==> src/rtl/core/counting_sort_row_stats_macros.svh <==
// Assertion helpers used by the sorter back end (csrs_back).
`ifndef COUNTING_SORT_ROW_STATS_MACROS_SVH
`define COUNTING_SORT_ROW_STATS_MACROS_SVH

`ifndef SYNTHESIS
`define CSRS_ASSERT_IMPL(label, ante, cons, msg) \
    label: assert property (@(posedge i_clk) disable iff (!i_rst_n) (ante) |-> (cons)) \
        else $error(msg);
`define CSRS_ASSERT_NEXT(label, ante, cons, msg) \
    label: assert property (@(posedge i_clk) disable iff (!i_rst_n) (ante) |=> (cons)) \
        else $error(msg);
`else
`define CSRS_ASSERT_IMPL(label, ante, cons, msg)
`define CSRS_ASSERT_NEXT(label, ante, cons, msg)
`endif

`endif

==> src/rtl/core/csrs_pkg.sv <==
`timescale 1ns / 1ps
`default_nettype none

package csrs_pkg;

    localparam int KEY_W         = 7;
    localparam int COUNT_W       = 7;
    localparam int MED_W         = 8;
    localparam int KEY_SPAN      = 128;
    localparam int KEY_RANGE_DEF = 128;
    localparam int MAX_ROW_DEF   = 64;
    localparam int QUEUE_DEPTH   = 4;

    typedef struct packed {
        logic [KEY_W-1:0] key;
        logic             last;
    } t_in_item;

    typedef struct packed {
        logic [KEY_W-1:0] sorted_key;
        logic             end_of_row;
        logic [KEY_W-1:0] row_min;
        logic [KEY_W-1:0] row_max;
        logic [MED_W-1:0] median_twice;
        logic             overflow;
    } t_out_item;

    // One queued command: count a key, close the row, or both.
    typedef struct packed {
        logic               do_count;
        logic               close;
        logic [KEY_W-1:0]   key;
        logic [KEY_W-1:0]   row_min;
        logic [KEY_W-1:0]   row_max;
        logic [COUNT_W-1:0] n;
        logic               overflow;
    } t_cmd;

endpackage

`default_nettype wire

==> src/rtl/core/csrs_ram.sv <==
`timescale 1ns / 1ps
`default_nettype none

module csrs_ram #(
    parameter int WIDTH = 8,
    parameter int DEPTH = 16
) (
    input  wire logic                     i_clk,
    input  wire logic                     i_we,
    input  wire logic [$clog2(DEPTH)-1:0] i_waddr,
    input  wire logic [WIDTH-1:0]         i_wdata,
    input  wire logic [$clog2(DEPTH)-1:0] i_raddr,
    output logic      [WIDTH-1:0]         o_rdata
);

    logic [WIDTH-1:0] r_mem [DEPTH];

    always_ff @(posedge i_clk) begin
        if (i_we) begin
            r_mem[i_waddr] <= i_wdata;
        end
        o_rdata <= r_mem[i_raddr];
    end

endmodule

`default_nettype wire

==> src/rtl/core/csrs_front.sv <==
`timescale 1ns / 1ps
`default_nettype none

module csrs_front
    import csrs_pkg::*;
#(
    parameter int KEY_RANGE = KEY_RANGE_DEF,
    parameter int MAX_ROW   = MAX_ROW_DEF
) (
    input  wire logic     i_clk,
    input  wire logic     i_rst_n,
    input  wire logic     i_in_valid,
    output logic          o_in_stall,
    input  wire t_in_item i_in_word,
    input  wire logic     i_q_full,
    input  wire logic     i_clearing,
    output logic          o_q_push,
    output t_cmd          o_q_cmd
);

    logic [COUNT_W-1:0] r_count, n_count;
    logic               r_ovf, n_ovf;
    logic [KEY_W-1:0]   r_min, n_min;
    logic [KEY_W-1:0]   r_max, n_max;
    logic [KEY_W-1:0]   key_sat;
    logic               accept;
    logic               room;

    always_comb begin
        o_in_stall = i_q_full || i_clearing;
        accept     = i_in_valid && !o_in_stall;

        // Keys past the configured range land in the top bin.
        if ({{(32-KEY_W){1'b0}}, i_in_word.key} >= 32'(KEY_RANGE)) begin
            key_sat = KEY_W'(KEY_RANGE - 1);
        end else begin
            key_sat = i_in_word.key;
        end

        room    = r_count < COUNT_W'(MAX_ROW);
        n_count = room ? r_count + 1'b1 : r_count;
        n_ovf   = r_ovf || !room;
        n_min   = (room && key_sat < r_min) ? key_sat : r_min;
        n_max   = (room && key_sat > r_max) ? key_sat : r_max;

        o_q_push         = accept && (room || i_in_word.last);
        o_q_cmd.do_count = room;
        o_q_cmd.close    = i_in_word.last;
        o_q_cmd.key      = key_sat;
        o_q_cmd.row_min  = n_min;
        o_q_cmd.row_max  = n_max;
        o_q_cmd.n        = n_count;
        o_q_cmd.overflow = n_ovf;
    end

    always_ff @(posedge i_clk) begin
        if (!i_rst_n) begin
            r_count <= '0;
            r_ovf   <= 1'b0;
            r_min   <= '1;
            r_max   <= '0;
        end else if (accept) begin
            if (i_in_word.last) begin
                r_count <= '0;
                r_ovf   <= 1'b0;
                r_min   <= '1;
                r_max   <= '0;
            end else begin
                r_count <= n_count;
                r_ovf   <= n_ovf;
                r_min   <= n_min;
                r_max   <= n_max;
            end
        end
    end

endmodule

`default_nettype wire

==> src/rtl/core/csrs_queue.sv <==
`timescale 1ns / 1ps
`default_nettype none

module csrs_queue
    import csrs_pkg::*;
(
    input  wire logic i_clk,
    input  wire logic i_rst_n,
    input  wire logic i_push,
    input  wire t_cmd i_cmd,
    output logic      o_full,
    input  wire logic i_pop,
    output logic      o_empty,
    output t_cmd      o_head
);

    localparam int PTR_W = (QUEUE_DEPTH > 1) ? $clog2(QUEUE_DEPTH) : 1;
    localparam int CNT_W = $clog2(QUEUE_DEPTH + 1);

    t_cmd             r_mem [QUEUE_DEPTH];
    logic [PTR_W-1:0] r_wr;
    logic [PTR_W-1:0] r_rd;
    logic [CNT_W-1:0] r_count;
    logic             do_push;
    logic             do_pop;

    always_comb begin
        o_full  = r_count == CNT_W'(QUEUE_DEPTH);
        o_empty = r_count == '0;
        o_head  = r_mem[r_rd];
        do_push = i_push && !o_full;
        do_pop  = i_pop && !o_empty;
    end

    always_ff @(posedge i_clk) begin
        if (do_push) begin
            r_mem[r_wr] <= i_cmd;
        end
        if (!i_rst_n) begin
            r_wr    <= '0;
            r_rd    <= '0;
            r_count <= '0;
        end else begin
            if (do_push) begin
                r_wr <= (r_wr == PTR_W'(QUEUE_DEPTH - 1)) ? '0 : r_wr + 1'b1;
            end
            if (do_pop) begin
                r_rd <= (r_rd == PTR_W'(QUEUE_DEPTH - 1)) ? '0 : r_rd + 1'b1;
            end
            if (do_push && !do_pop) begin
                r_count <= r_count + 1'b1;
            end else if (do_pop && !do_push) begin
                r_count <= r_count - 1'b1;
            end
        end
    end

endmodule

`default_nettype wire

==> src/rtl/core/csrs_back.sv <==
`timescale 1ns / 1ps
`default_nettype none

`include "counting_sort_row_stats_macros.svh"

module csrs_back
    import csrs_pkg::*;
#(
    parameter int KEY_RANGE = KEY_RANGE_DEF
) (
    input  wire logic      i_clk,
    input  wire logic      i_rst_n,
    input  wire logic      i_q_empty,
    input  wire t_cmd      i_q_head,
    output logic           o_q_pop,
    output logic           o_clearing,
    output logic           o_out_valid,
    input  wire logic      i_out_stall,
    output t_out_item      o_out_word
);

    localparam int BINS  = (KEY_RANGE < KEY_SPAN) ? KEY_RANGE : KEY_SPAN;
    localparam int BIN_W = $clog2(BINS);

    typedef enum logic [3:0] {
        ST_CLR,
        ST_IDLE,
        ST_C_RD,
        ST_C_WR,
        ST_M_RD,
        ST_M_ACC,
        ST_E_RD,
        ST_E_LD,
        ST_E_EMIT
    } t_state;

    t_state             r_state, n_state;
    t_cmd               r_cmd, n_cmd;
    logic [BIN_W-1:0]   r_b, n_b;
    logic [COUNT_W-1:0] r_cum, n_cum;
    logic [BIN_W-1:0]   r_lo, n_lo;
    logic [BIN_W-1:0]   r_hi, n_hi;
    logic [COUNT_W-1:0] r_cnt, n_cnt;
    logic [COUNT_W-1:0] r_left, n_left;
    logic               r_out_valid, n_out_valid;
    t_out_item          r_out_word, n_out_word;

    logic               ram_we;
    logic [BIN_W-1:0]   ram_waddr;
    logic [COUNT_W-1:0] ram_wdata;
    logic [BIN_W-1:0]   ram_raddr;
    logic [COUNT_W-1:0] ram_rdata;

    logic               out_free;
    logic [BIN_W-1:0]   cmd_bin;
    logic [BIN_W-1:0]   bin_min;
    logic [BIN_W-1:0]   bin_max;
    logic [COUNT_W-1:0] lo_idx;
    logic [COUNT_W-1:0] hi_idx;
    logic [COUNT_W:0]   cum_end;

    csrs_ram #(
        .WIDTH (COUNT_W),
        .DEPTH (BINS)
    ) u_hist (
        .i_clk   (i_clk),
        .i_we    (ram_we),
        .i_waddr (ram_waddr),
        .i_wdata (ram_wdata),
        .i_raddr (ram_raddr),
        .o_rdata (ram_rdata)
    );

    always_comb begin
        n_state     = r_state;
        n_cmd       = r_cmd;
        n_b         = r_b;
        n_cum       = r_cum;
        n_lo        = r_lo;
        n_hi        = r_hi;
        n_cnt       = r_cnt;
        n_left      = r_left;
        n_out_valid = r_out_valid;
        n_out_word  = r_out_word;

        ram_we    = 1'b0;
        ram_waddr = r_b;
        ram_wdata = '0;
        ram_raddr = r_b;
        o_q_pop   = 1'b0;

        out_free = !r_out_valid || !i_out_stall;
        if (out_free) begin
            n_out_valid = 1'b0;
        end

        cmd_bin = BIN_W'(r_cmd.key);
        bin_min = BIN_W'(r_cmd.row_min);
        bin_max = BIN_W'(r_cmd.row_max);
        // The two middle ranks coincide for an odd count.
        lo_idx  = (r_cmd.n - 1'b1) >> 1;
        hi_idx  = r_cmd.n >> 1;
        cum_end = {1'b0, r_cum} + {1'b0, ram_rdata};

        case (r_state)
            ST_CLR: begin
                ram_we = 1'b1;
                if (r_b == BIN_W'(BINS - 1)) begin
                    n_state = ST_IDLE;
                end else begin
                    n_b = r_b + 1'b1;
                end
            end
            ST_IDLE: begin
                if (!i_q_empty) begin
                    o_q_pop = 1'b1;
                    n_cmd   = i_q_head;
                    n_b     = BIN_W'(i_q_head.row_min);
                    n_cum   = '0;
                    n_state = i_q_head.do_count ? ST_C_RD : ST_M_RD;
                end
            end
            ST_C_RD: begin
                ram_raddr = cmd_bin;
                n_state   = ST_C_WR;
            end
            ST_C_WR: begin
                ram_we    = 1'b1;
                ram_waddr = cmd_bin;
                ram_wdata = ram_rdata + 1'b1;
                n_state   = r_cmd.close ? ST_M_RD : ST_IDLE;
            end
            ST_M_RD: begin
                n_state = ST_M_ACC;
            end
            ST_M_ACC: begin
                if ({1'b0, r_cum} <= {1'b0, lo_idx} && {1'b0, lo_idx} < cum_end) begin
                    n_lo = r_b;
                end
                if ({1'b0, r_cum} <= {1'b0, hi_idx} && {1'b0, hi_idx} < cum_end) begin
                    n_hi = r_b;
                end
                n_cum = COUNT_W'(cum_end);
                if (r_b == bin_max) begin
                    n_b     = bin_min;
                    n_left  = r_cmd.n;
                    n_state = ST_E_RD;
                end else begin
                    n_b     = r_b + 1'b1;
                    n_state = ST_M_RD;
                end
            end
            ST_E_RD: begin
                n_state = ST_E_LD;
            end
            ST_E_LD: begin
                // Take the bin's count and clear the bin for the next row.
                n_cnt   = ram_rdata;
                ram_we  = 1'b1;
                n_state = ST_E_EMIT;
            end
            ST_E_EMIT: begin
                if (r_cnt == '0) begin
                    if (r_b == bin_max) begin
                        n_state = ST_IDLE;
                    end else begin
                        n_b     = r_b + 1'b1;
                        n_state = ST_E_RD;
                    end
                end else if (out_free) begin
                    n_out_valid             = 1'b1;
                    n_out_word.sorted_key   = KEY_W'(r_b);
                    n_out_word.end_of_row   = r_left == COUNT_W'(1);
                    n_out_word.row_min      = r_cmd.row_min;
                    n_out_word.row_max      = r_cmd.row_max;
                    n_out_word.median_twice = MED_W'(r_lo) + MED_W'(r_hi);
                    n_out_word.overflow     = r_cmd.overflow;
                    n_cnt                   = r_cnt - 1'b1;
                    n_left                  = r_left - 1'b1;
                end
            end
            default: begin
                n_state = ST_IDLE;
            end
        endcase

        o_clearing  = r_state == ST_CLR;
        o_out_valid = r_out_valid;
        o_out_word  = r_out_word;
    end

    always_ff @(posedge i_clk) begin
        if (!i_rst_n) begin
            r_state     <= ST_CLR;
            r_b         <= '0;
            r_left      <= '0;
            r_out_valid <= 1'b0;
        end else begin
            r_state     <= n_state;
            r_b         <= n_b;
            r_left      <= n_left;
            r_out_valid <= n_out_valid;
        end
        r_cmd      <= n_cmd;
        r_cum      <= n_cum;
        r_lo       <= n_lo;
        r_hi       <= n_hi;
        r_cnt      <= n_cnt;
        r_out_word <= n_out_word;
    end

    `CSRS_ASSERT_IMPL(a_left_covers_bin, (r_state == ST_E_EMIT) && (r_cnt != '0), r_left != '0, "bin holds more keys than the row has left")
    `CSRS_ASSERT_IMPL(a_scan_in_range, (r_state == ST_M_ACC) || (r_state == ST_E_LD), r_b <= bin_max, "histogram scan ran past the row maximum")
    `CSRS_ASSERT_IMPL(a_idle_row_done, r_state == ST_IDLE, r_left == '0, "back end went idle with keys still owed")
    `CSRS_ASSERT_NEXT(a_clear_blocks_pop, r_state == ST_CLR, !o_q_pop, "queue popped during the histogram clear")

endmodule

`default_nettype wire

==> src/rtl/core/counting_sort_row_stats.sv <==
// Output: a row's first sorted word follows its last accepted word once the back end
// has counted the row's queued keys (that last key too, unless it is dropped) and has
// scanned its bins from row_min to row_max, all through the single histogram RAM that
// counts, scans and clears one bin at a time. The input stalls when the queue is full.
// Reset: synchronous, active low; control clears, then the histogram is zeroed one bin
// per cycle over all min(KEY_RANGE, 128) bins, during which the input is stalled.
`timescale 1ns / 1ps
`default_nettype none

module counting_sort_row_stats
    import csrs_pkg::*;
#(
    parameter int KEY_RANGE = KEY_RANGE_DEF,
    parameter int MAX_ROW   = MAX_ROW_DEF
) (
    input  wire logic      i_clk,
    input  wire logic      i_rst_n,
    input  wire logic      i_in_valid,
    output logic           o_in_stall,
    input  wire t_in_item  i_in_word,
    output logic           o_out_valid,
    input  wire logic      i_out_stall,
    output t_out_item      o_out_word
);

    logic q_push;
    t_cmd q_cmd;
    logic q_full;
    logic q_pop;
    logic q_empty;
    t_cmd q_head;
    logic clearing;

    csrs_front #(
        .KEY_RANGE (KEY_RANGE),
        .MAX_ROW   (MAX_ROW)
    ) u_front (
        .i_clk      (i_clk),
        .i_rst_n    (i_rst_n),
        .i_in_valid (i_in_valid),
        .o_in_stall (o_in_stall),
        .i_in_word  (i_in_word),
        .i_q_full   (q_full),
        .i_clearing (clearing),
        .o_q_push   (q_push),
        .o_q_cmd    (q_cmd)
    );

    csrs_queue u_queue (
        .i_clk   (i_clk),
        .i_rst_n (i_rst_n),
        .i_push  (q_push),
        .i_cmd   (q_cmd),
        .o_full  (q_full),
        .i_pop   (q_pop),
        .o_empty (q_empty),
        .o_head  (q_head)
    );

    csrs_back #(
        .KEY_RANGE (KEY_RANGE)
    ) u_back (
        .i_clk       (i_clk),
        .i_rst_n     (i_rst_n),
        .i_q_empty   (q_empty),
        .i_q_head    (q_head),
        .o_q_pop     (q_pop),
        .o_clearing  (clearing),
        .o_out_valid (o_out_valid),
        .i_out_stall (i_out_stall),
        .o_out_word  (o_out_word)
    );

endmodule

`default_nettype wire

==> config.mk <==
export PLATFORM = sky130hd
export DESIGN_NAME = counting_sort_row_stats
export DESIGN_NICKNAME = d
export VERILOG_FILES = /design/src/rtl/core/csrs_pkg.sv /design/src/rtl/core/csrs_ram.sv /design/src/rtl/core/csrs_front.sv /design/src/rtl/core/csrs_queue.sv /design/src/rtl/core/csrs_back.sv /design/src/rtl/core/counting_sort_row_stats.sv
export VERILOG_INCLUDE_DIRS = /design/src /design/src/rtl/core
export SDC_FILE = /design/constraint.sdc
export NUM_CORES = 2
export LEC_CHECK = 0
export BUFFER_PORTS_ARGS = -buffer_cell sky130_fd_sc_hd__buf_2
export CAP_MARGIN = 5
export CORE_ASPECT_RATIO = 0.7
export CORE_UTILIZATION = 30
export DETAILED_ROUTE_END_ITERATION = 6
export GPL_TIMING_DRIVEN = 1
export SETUP_SLACK_MARGIN = 0.1
export SLEW_MARGIN = 20
export SYNTH_ARGS = -nofsm -noshare
export SYNTH_HDL_FRONTEND = slang
export SYNTH_SLANG_ARGS = --single-unit
==> constraint.sdc <==
create_clock -name i_clk -period 5.3 [get_ports i_clk]
set_input_delay 0.795 -clock i_clk [delete_from_list [all_inputs] [get_ports i_clk]]
set_output_delay 0.795 -clock i_clk [all_outputs]
set_load 0.02 [all_outputs]
Word-level counts from Yosys, hierarchy flattened
Memories as Yosys holds them, arrays and structs flattened. A register that Yosys moved wholly into a read port is not among the register bits.
Index checks and enable logic that the tools add are counted.
- add/subtract/negate cells: 12
- order comparisons: 7
- bitwise logic cells: 2
- muxes and demuxes: 50
- reduce and logical (&&, ||, !) cells: 40
- equal/unequal tests: 22
- operators by type and width (cell ; count):
    7-bit two-way mux ; 20
    7-bit one-hot mux with 2 select lines ; 3
    4-bit one-hot mux with 9 select lines ; 1
    7-bit one-hot mux with 4 select lines ; 1
    7-bit by 1-bit adder with 7-bit output (second input constant) ; 3
    7-bit by 1-bit subtractor with 7-bit output (second input constant) ; 3
    7-bit by 7-bit adder with 8-bit output ; 2
    4-bit by 3-bit == test with 1-bit output (second input constant) ; 4
    6-bit by 8-bit less-than comparator with 1-bit output ; 2
    3-bit two-way mux ; 5
    7-bit by 6-bit less-or-equal comparator with 1-bit output ; 2
    1-bit two-way mux ; 12
    4-bit two-way mux ; 3
    1-bit logical AND ; 10
    2-bit two-way mux ; 5
    3-bit AND reduction ; 3
    4-bit by 2-bit == test with 1-bit output (second input constant) ; 2
    1-bit logical NOT ; 8
    2-bit by 1-bit inequality test with 1-bit output (second input constant) ; 4
    2-bit inequality test (second input constant) ; 4
    2-bit AND reduction ; 4
    2-bit nonzero test ; 4
    7-bit by 1-bit == test with 1-bit output (second input constant) ; 1
    7-bit == test ; 1
    other kinds (20) ; 26
- memories kept: 2
- memory bits (writable): 1020
- output and inout bits: 33
- input bits: 12
- register bits after elaboration: 137
- memories (name ; words ; bits a word ; rd ports ; clocked after Yosys merged registers in ; write ports ; line ; RTL):
    u_back.u_hist.r_mem ; 128 ; 7 ; 1 ; 1 ; 1 ; csrs_ram.sv:16 ; logic [WIDTH-1:0] r_mem [DEPTH];
    u_queue.r_mem ; 4 ; 31 ; 1 ; 1 ; 1 ; csrs_queue.sv:20 ; t_cmd r_mem [QUEUE_DEPTH];

Logic depth before layout (Yosys ltp)
- depth in word-level cells: 10
- gate-level depth with buffers: 13
- gate-level depth less buffers: 13

Modules after synthesis
Synthesis repeated with hierarchy kept, for this count alone.
- cells, all modules: 2377
- area total of the unflattened synthesis: 47195.3 um^2
- modules (own cells, without submodules) (module ; times used ; sequential area each (um^2) ; area each (um^2) ; cells each):
    csrs_ram ; 1 ; 27045.9 ; 34807.1 ; 1453
    csrs_back ; 1 ; 3052.9 ; 5681.7 ; 517
    csrs_queue ; 1 ; 3903.7 ; 5056.1 ; 212
    csrs_front ; 1 ; 440.4 ; 1650.3 ; 195

Worst setup path after synthesis
No wires, ideal clock.
- path type: flip-flop to flip-flop
- start point: reg u_back.r_state[0]
- end point: mem u_back.u_hist.r_mem[0][6] (netlist bit) (data pin)
- cell stages (with the launch flop): 5
- path slack: 0.411 ns
- data arrival time: 4.091 ns
- required time: 4.501 ns
- clock period less this slack: 4.889 ns
- buffers on the path: 2
- library setup time: 0.799 ns
- cells stage by stage: dfxtp_1 clkbuf_1 nand3_1 clkbuf_1 nor2_1
- longest elaborated chain between the ends: 2
- RTL lines (element ; line ; RTL):
    start: declaration ; csrs_back.sv:37 ; t_state r_state, n_state;
    start signal: assignment ; csrs_back.sv:199 ; r_state <= n_state;
    4-bit by 2-bit == test with 1-bit output ; csrs_back.sv:105 ; case (r_state)
    7-bit two-way mux ; csrs_back.sv:105 ;
    named net u_back.ram_wdata[6] ; csrs_back.sv:50 ; logic [COUNT_W-1:0] ram_wdata;
    end: declaration ; csrs_ram.sv:16 ;
The timed path passes the listed nets, and every way through them passes these cells.

Worst setup path after layout
- start point: reg u_back.r_state[1]
- end point: reg u_back.u_hist.o_rdata[5], read port of u_back.u_hist.r_mem
- longest elaborated chain between the ends: 2
- RTL lines (element ; line ; RTL):
    4-bit by 2-bit == test with 1-bit output ; csrs_back.sv:105 ;
    7-bit two-way mux ; csrs_back.sv:105 ;
    end: declaration ; csrs_ram.sv:13 ; output logic [WIDTH-1:0] o_rdata
No other way between the ends.
A chain may end at the register's enable or synchronous reset.

==> metrics.cfg <==
[status]
status = completed

[logic_synthesis]
synthCells = 3201
yosysSeqAreaShare = 0.7260
synth_cell_types = 63
syn_area_sq_um = 47440
synth_edf_count = 1109
synth_ff_type = edfxtp_1
synth_nets = 3276
syn_avg_cell_area_sq_um = 14.82
ys_ff_latch = 1166
yosysWarnings = 0
async_flop_share = 0

[place]
gp_congestion = 0.8783
placed_cells = 5250
hpwl_um = 80970
port_buffers = 44

[cells_and_area]
largest_reg_flops = 896
stdcell_count = 5450
max_flop_register = u_back.u_hist.r_mem
synthToLayoutAreaGrowth_pct = 13.90
drive_gt1_frac = 0.1349
utilization = 0.3459
nNetsFinal = 3342

[floorplanning]
die_area_sq_um = 159800
rows = 121
io_pins = 45
coreArea_sq_um = 156200
initial_core_util = 0.3037
die_y_um = 334.7
die_w_um = 477.3

[route]
ant_nets = 0
avgRoutedWirePerCell_um = 23.79
drtIter0Drc = 4080
drc = 0
viasPerCell = 5.247
vias = 28600
wirelength_um = 129600
drt_first_pass_iters = 7

[critical_path]
critPathBufInv = 2
critPathTopFamily = simple AND/OR/NAND/NOR gates
critPathMaxStageDelay_ns = 0.81
crit_arrival_ns = 5.13
cp-end-kind = register
crit_fanout = 45
critPathLaunchType = register
crit_top_cell = nand4_1
critPathRequiredTime_ns = 5.87
critPathKind = register to register
worstPathCellList = nor4b_4 > buf_4 > mux2_8 > nor2_4 > buf_12 > nand3_1 > nand4_1 > o21ai_0 > a22oi_1 > nand4_1
slowest_stage = nor4b_4

[timing]
slew_headroom = 0.1991
fin_tns_setup_ns = 0
slew_viol_final = 0
rsz0062_at_grt = false
clock_skew_ns = 0.03641
hold_viol_final = 0
fmax_mhz = 219.3
report.final.setup_viol = 0
final.period_utilization = 0.8604
max_slew.worst_pin.slew_ns = 1.198
layout_min_cycle_time_ns = 4.560
hold_slack_ns = 0.3677

[power]
swShare = 0.2236
power_density_nw_per_um2 = 347.7
combPwrFrac = 0.055
leakage_nw = 16.35
p_sw_mw = 4.201
pwr-share-clk = 0.412
ir_worst_vdd_v = 0.0002539
intPower_mw = 14.59
p_seq_frac = 0.533

[cts]
cts-root-buf = clkbuf_16
clk_pin_slew_ns = 0.07
cts_hold_buf = 0
postCtsSetupBuffers = 0
clk_latency_ns = 0.73
numCtsBuffers = 105
cts_sinks = 1166
cts_resized = 0
cts_buffer_depth = 3
cts_max_level = 3
cts_tree = built

[min_path]
holdCritPathClass = input pin to register

[global_route]
grt_pass1_vias = 26940
overflow = 0
grt_max_degree = 129
grt_util_all_layers = 0.1592
antenna_found_initial = 1
grt_pass1_wl_um = 189900

[run]
drv_cap = 0

worst min-delay path: stages:
cell and delay [ns]:
buf_2 0.12, nand2_1 0.07, a21oi_1 0.06
cell usage in the layout (no fill, tap or decap), types with 56 or more instances in the layout:
| cell type | instances |
|---|---|
| clkbuf_16 | 106 |
| nor2_1 | 209 |
| buf_4 | 66 |
| ha_1 | 60 |
| a21oi_1 | 112 |
| nand3_1 | 196 |
| nand2_1 | 546 |
| mux4_2 | 122 |
| edfxtp_1 | 1109 |
| dfxtp_1 | 56 |
| o21ai_0 | 65 |
layer usage:
metal	wire length (um)	part of all wire	global-route usage
met4	2509	0.019	0.03693
met5	13	0.00010	0
met3	13840	0.11	0.04046
met2	52760	0.41	0.2137
met1	60530	0.47	0.2514
final timing paths:
check | startpoint | end | slack, ns | cells after the start
max reg2reg | u_back.r_state[1] | u_back.u_hist.o_rdata[5] | 0.74 | 10
min reg2reg | u_back.r_cmd[0] | u_back.o_out_word[0] | 0.43 | 0
min | i_out_stall | register | 0.37 | 3
max | u_back.r_state[1] | u_back.u_hist.o_rdata[5] | 0.74 | 10
cell families after synthesis:
group | count (synthesis) | share of synthesized area
mux | 193 | 0.07337
fa+ha+maj | 65 | 0.01751
buf+inv | 219 | 0.01915
compound gates | 360 | 0.04866
flops | 1166 | 0.7260
simple gates | 1160 | 0.1083
xor+xnor | 38 | 0.007015
stage by stage:
stage          instance area, sq um  total power [mW]  setup slack [ns]
6_report                      54040             18.79            0.7400
5_1_grt                       54040             19.29            0.5477
4_1_cts                       54010             18.87            0.8091
3_5_place_dp                  50570             11.23            0.8508
3_3_place_gp                  50560             11.23            0.9107
2_1_floorplan                 47440             10.84            0.4106
cells in the mapped netlist, types with 54 or more instances:
master	n	area, sq um
ha_1	60	750.7
mux2i_1	56	560.5
nand4_1	54	337.8
dfxtp_1	57	1141
mux4_2	122	2748
edfxtp_1	1109	33300
a21oi_1	113	565.5
clkbuf_1	95	356.6
nand3_1	196	980.9
o21ai_0	65	325.3
nand2_1	547	2053
nor2_1	221	829.6
area by class of cell:
class | count | area, sq um
Fill cell | 14950 | 102200
Tap cell | 2091 | 2616
Antenna cell | 1 | 2.502
Multi-Input combinational cell | 1816 | 12300
Timing Repair Buffer | 126 | 1036
Clock inverter | 69 | 661.9
Clock buffer | 129 | 2779
Sequential cell | 1166 | 34440
Inverter | 52 | 195.2
power by group through the flow:
stage | logic, mW | clock network, mW | registers [mW]
finish | 1.03 | 7.74 | 10.0
global route | 1.11 | 8.17 | 10.0
CTS | 1.01 | 7.84 | 10.0
detailed placement | 1.01 | 0 | 10.2
global placement | 1.00 | 0 | 10.2
floorplan | 0.640 | 0 | 10.2
No activity file was read; power rests on OpenSTA's default activity.
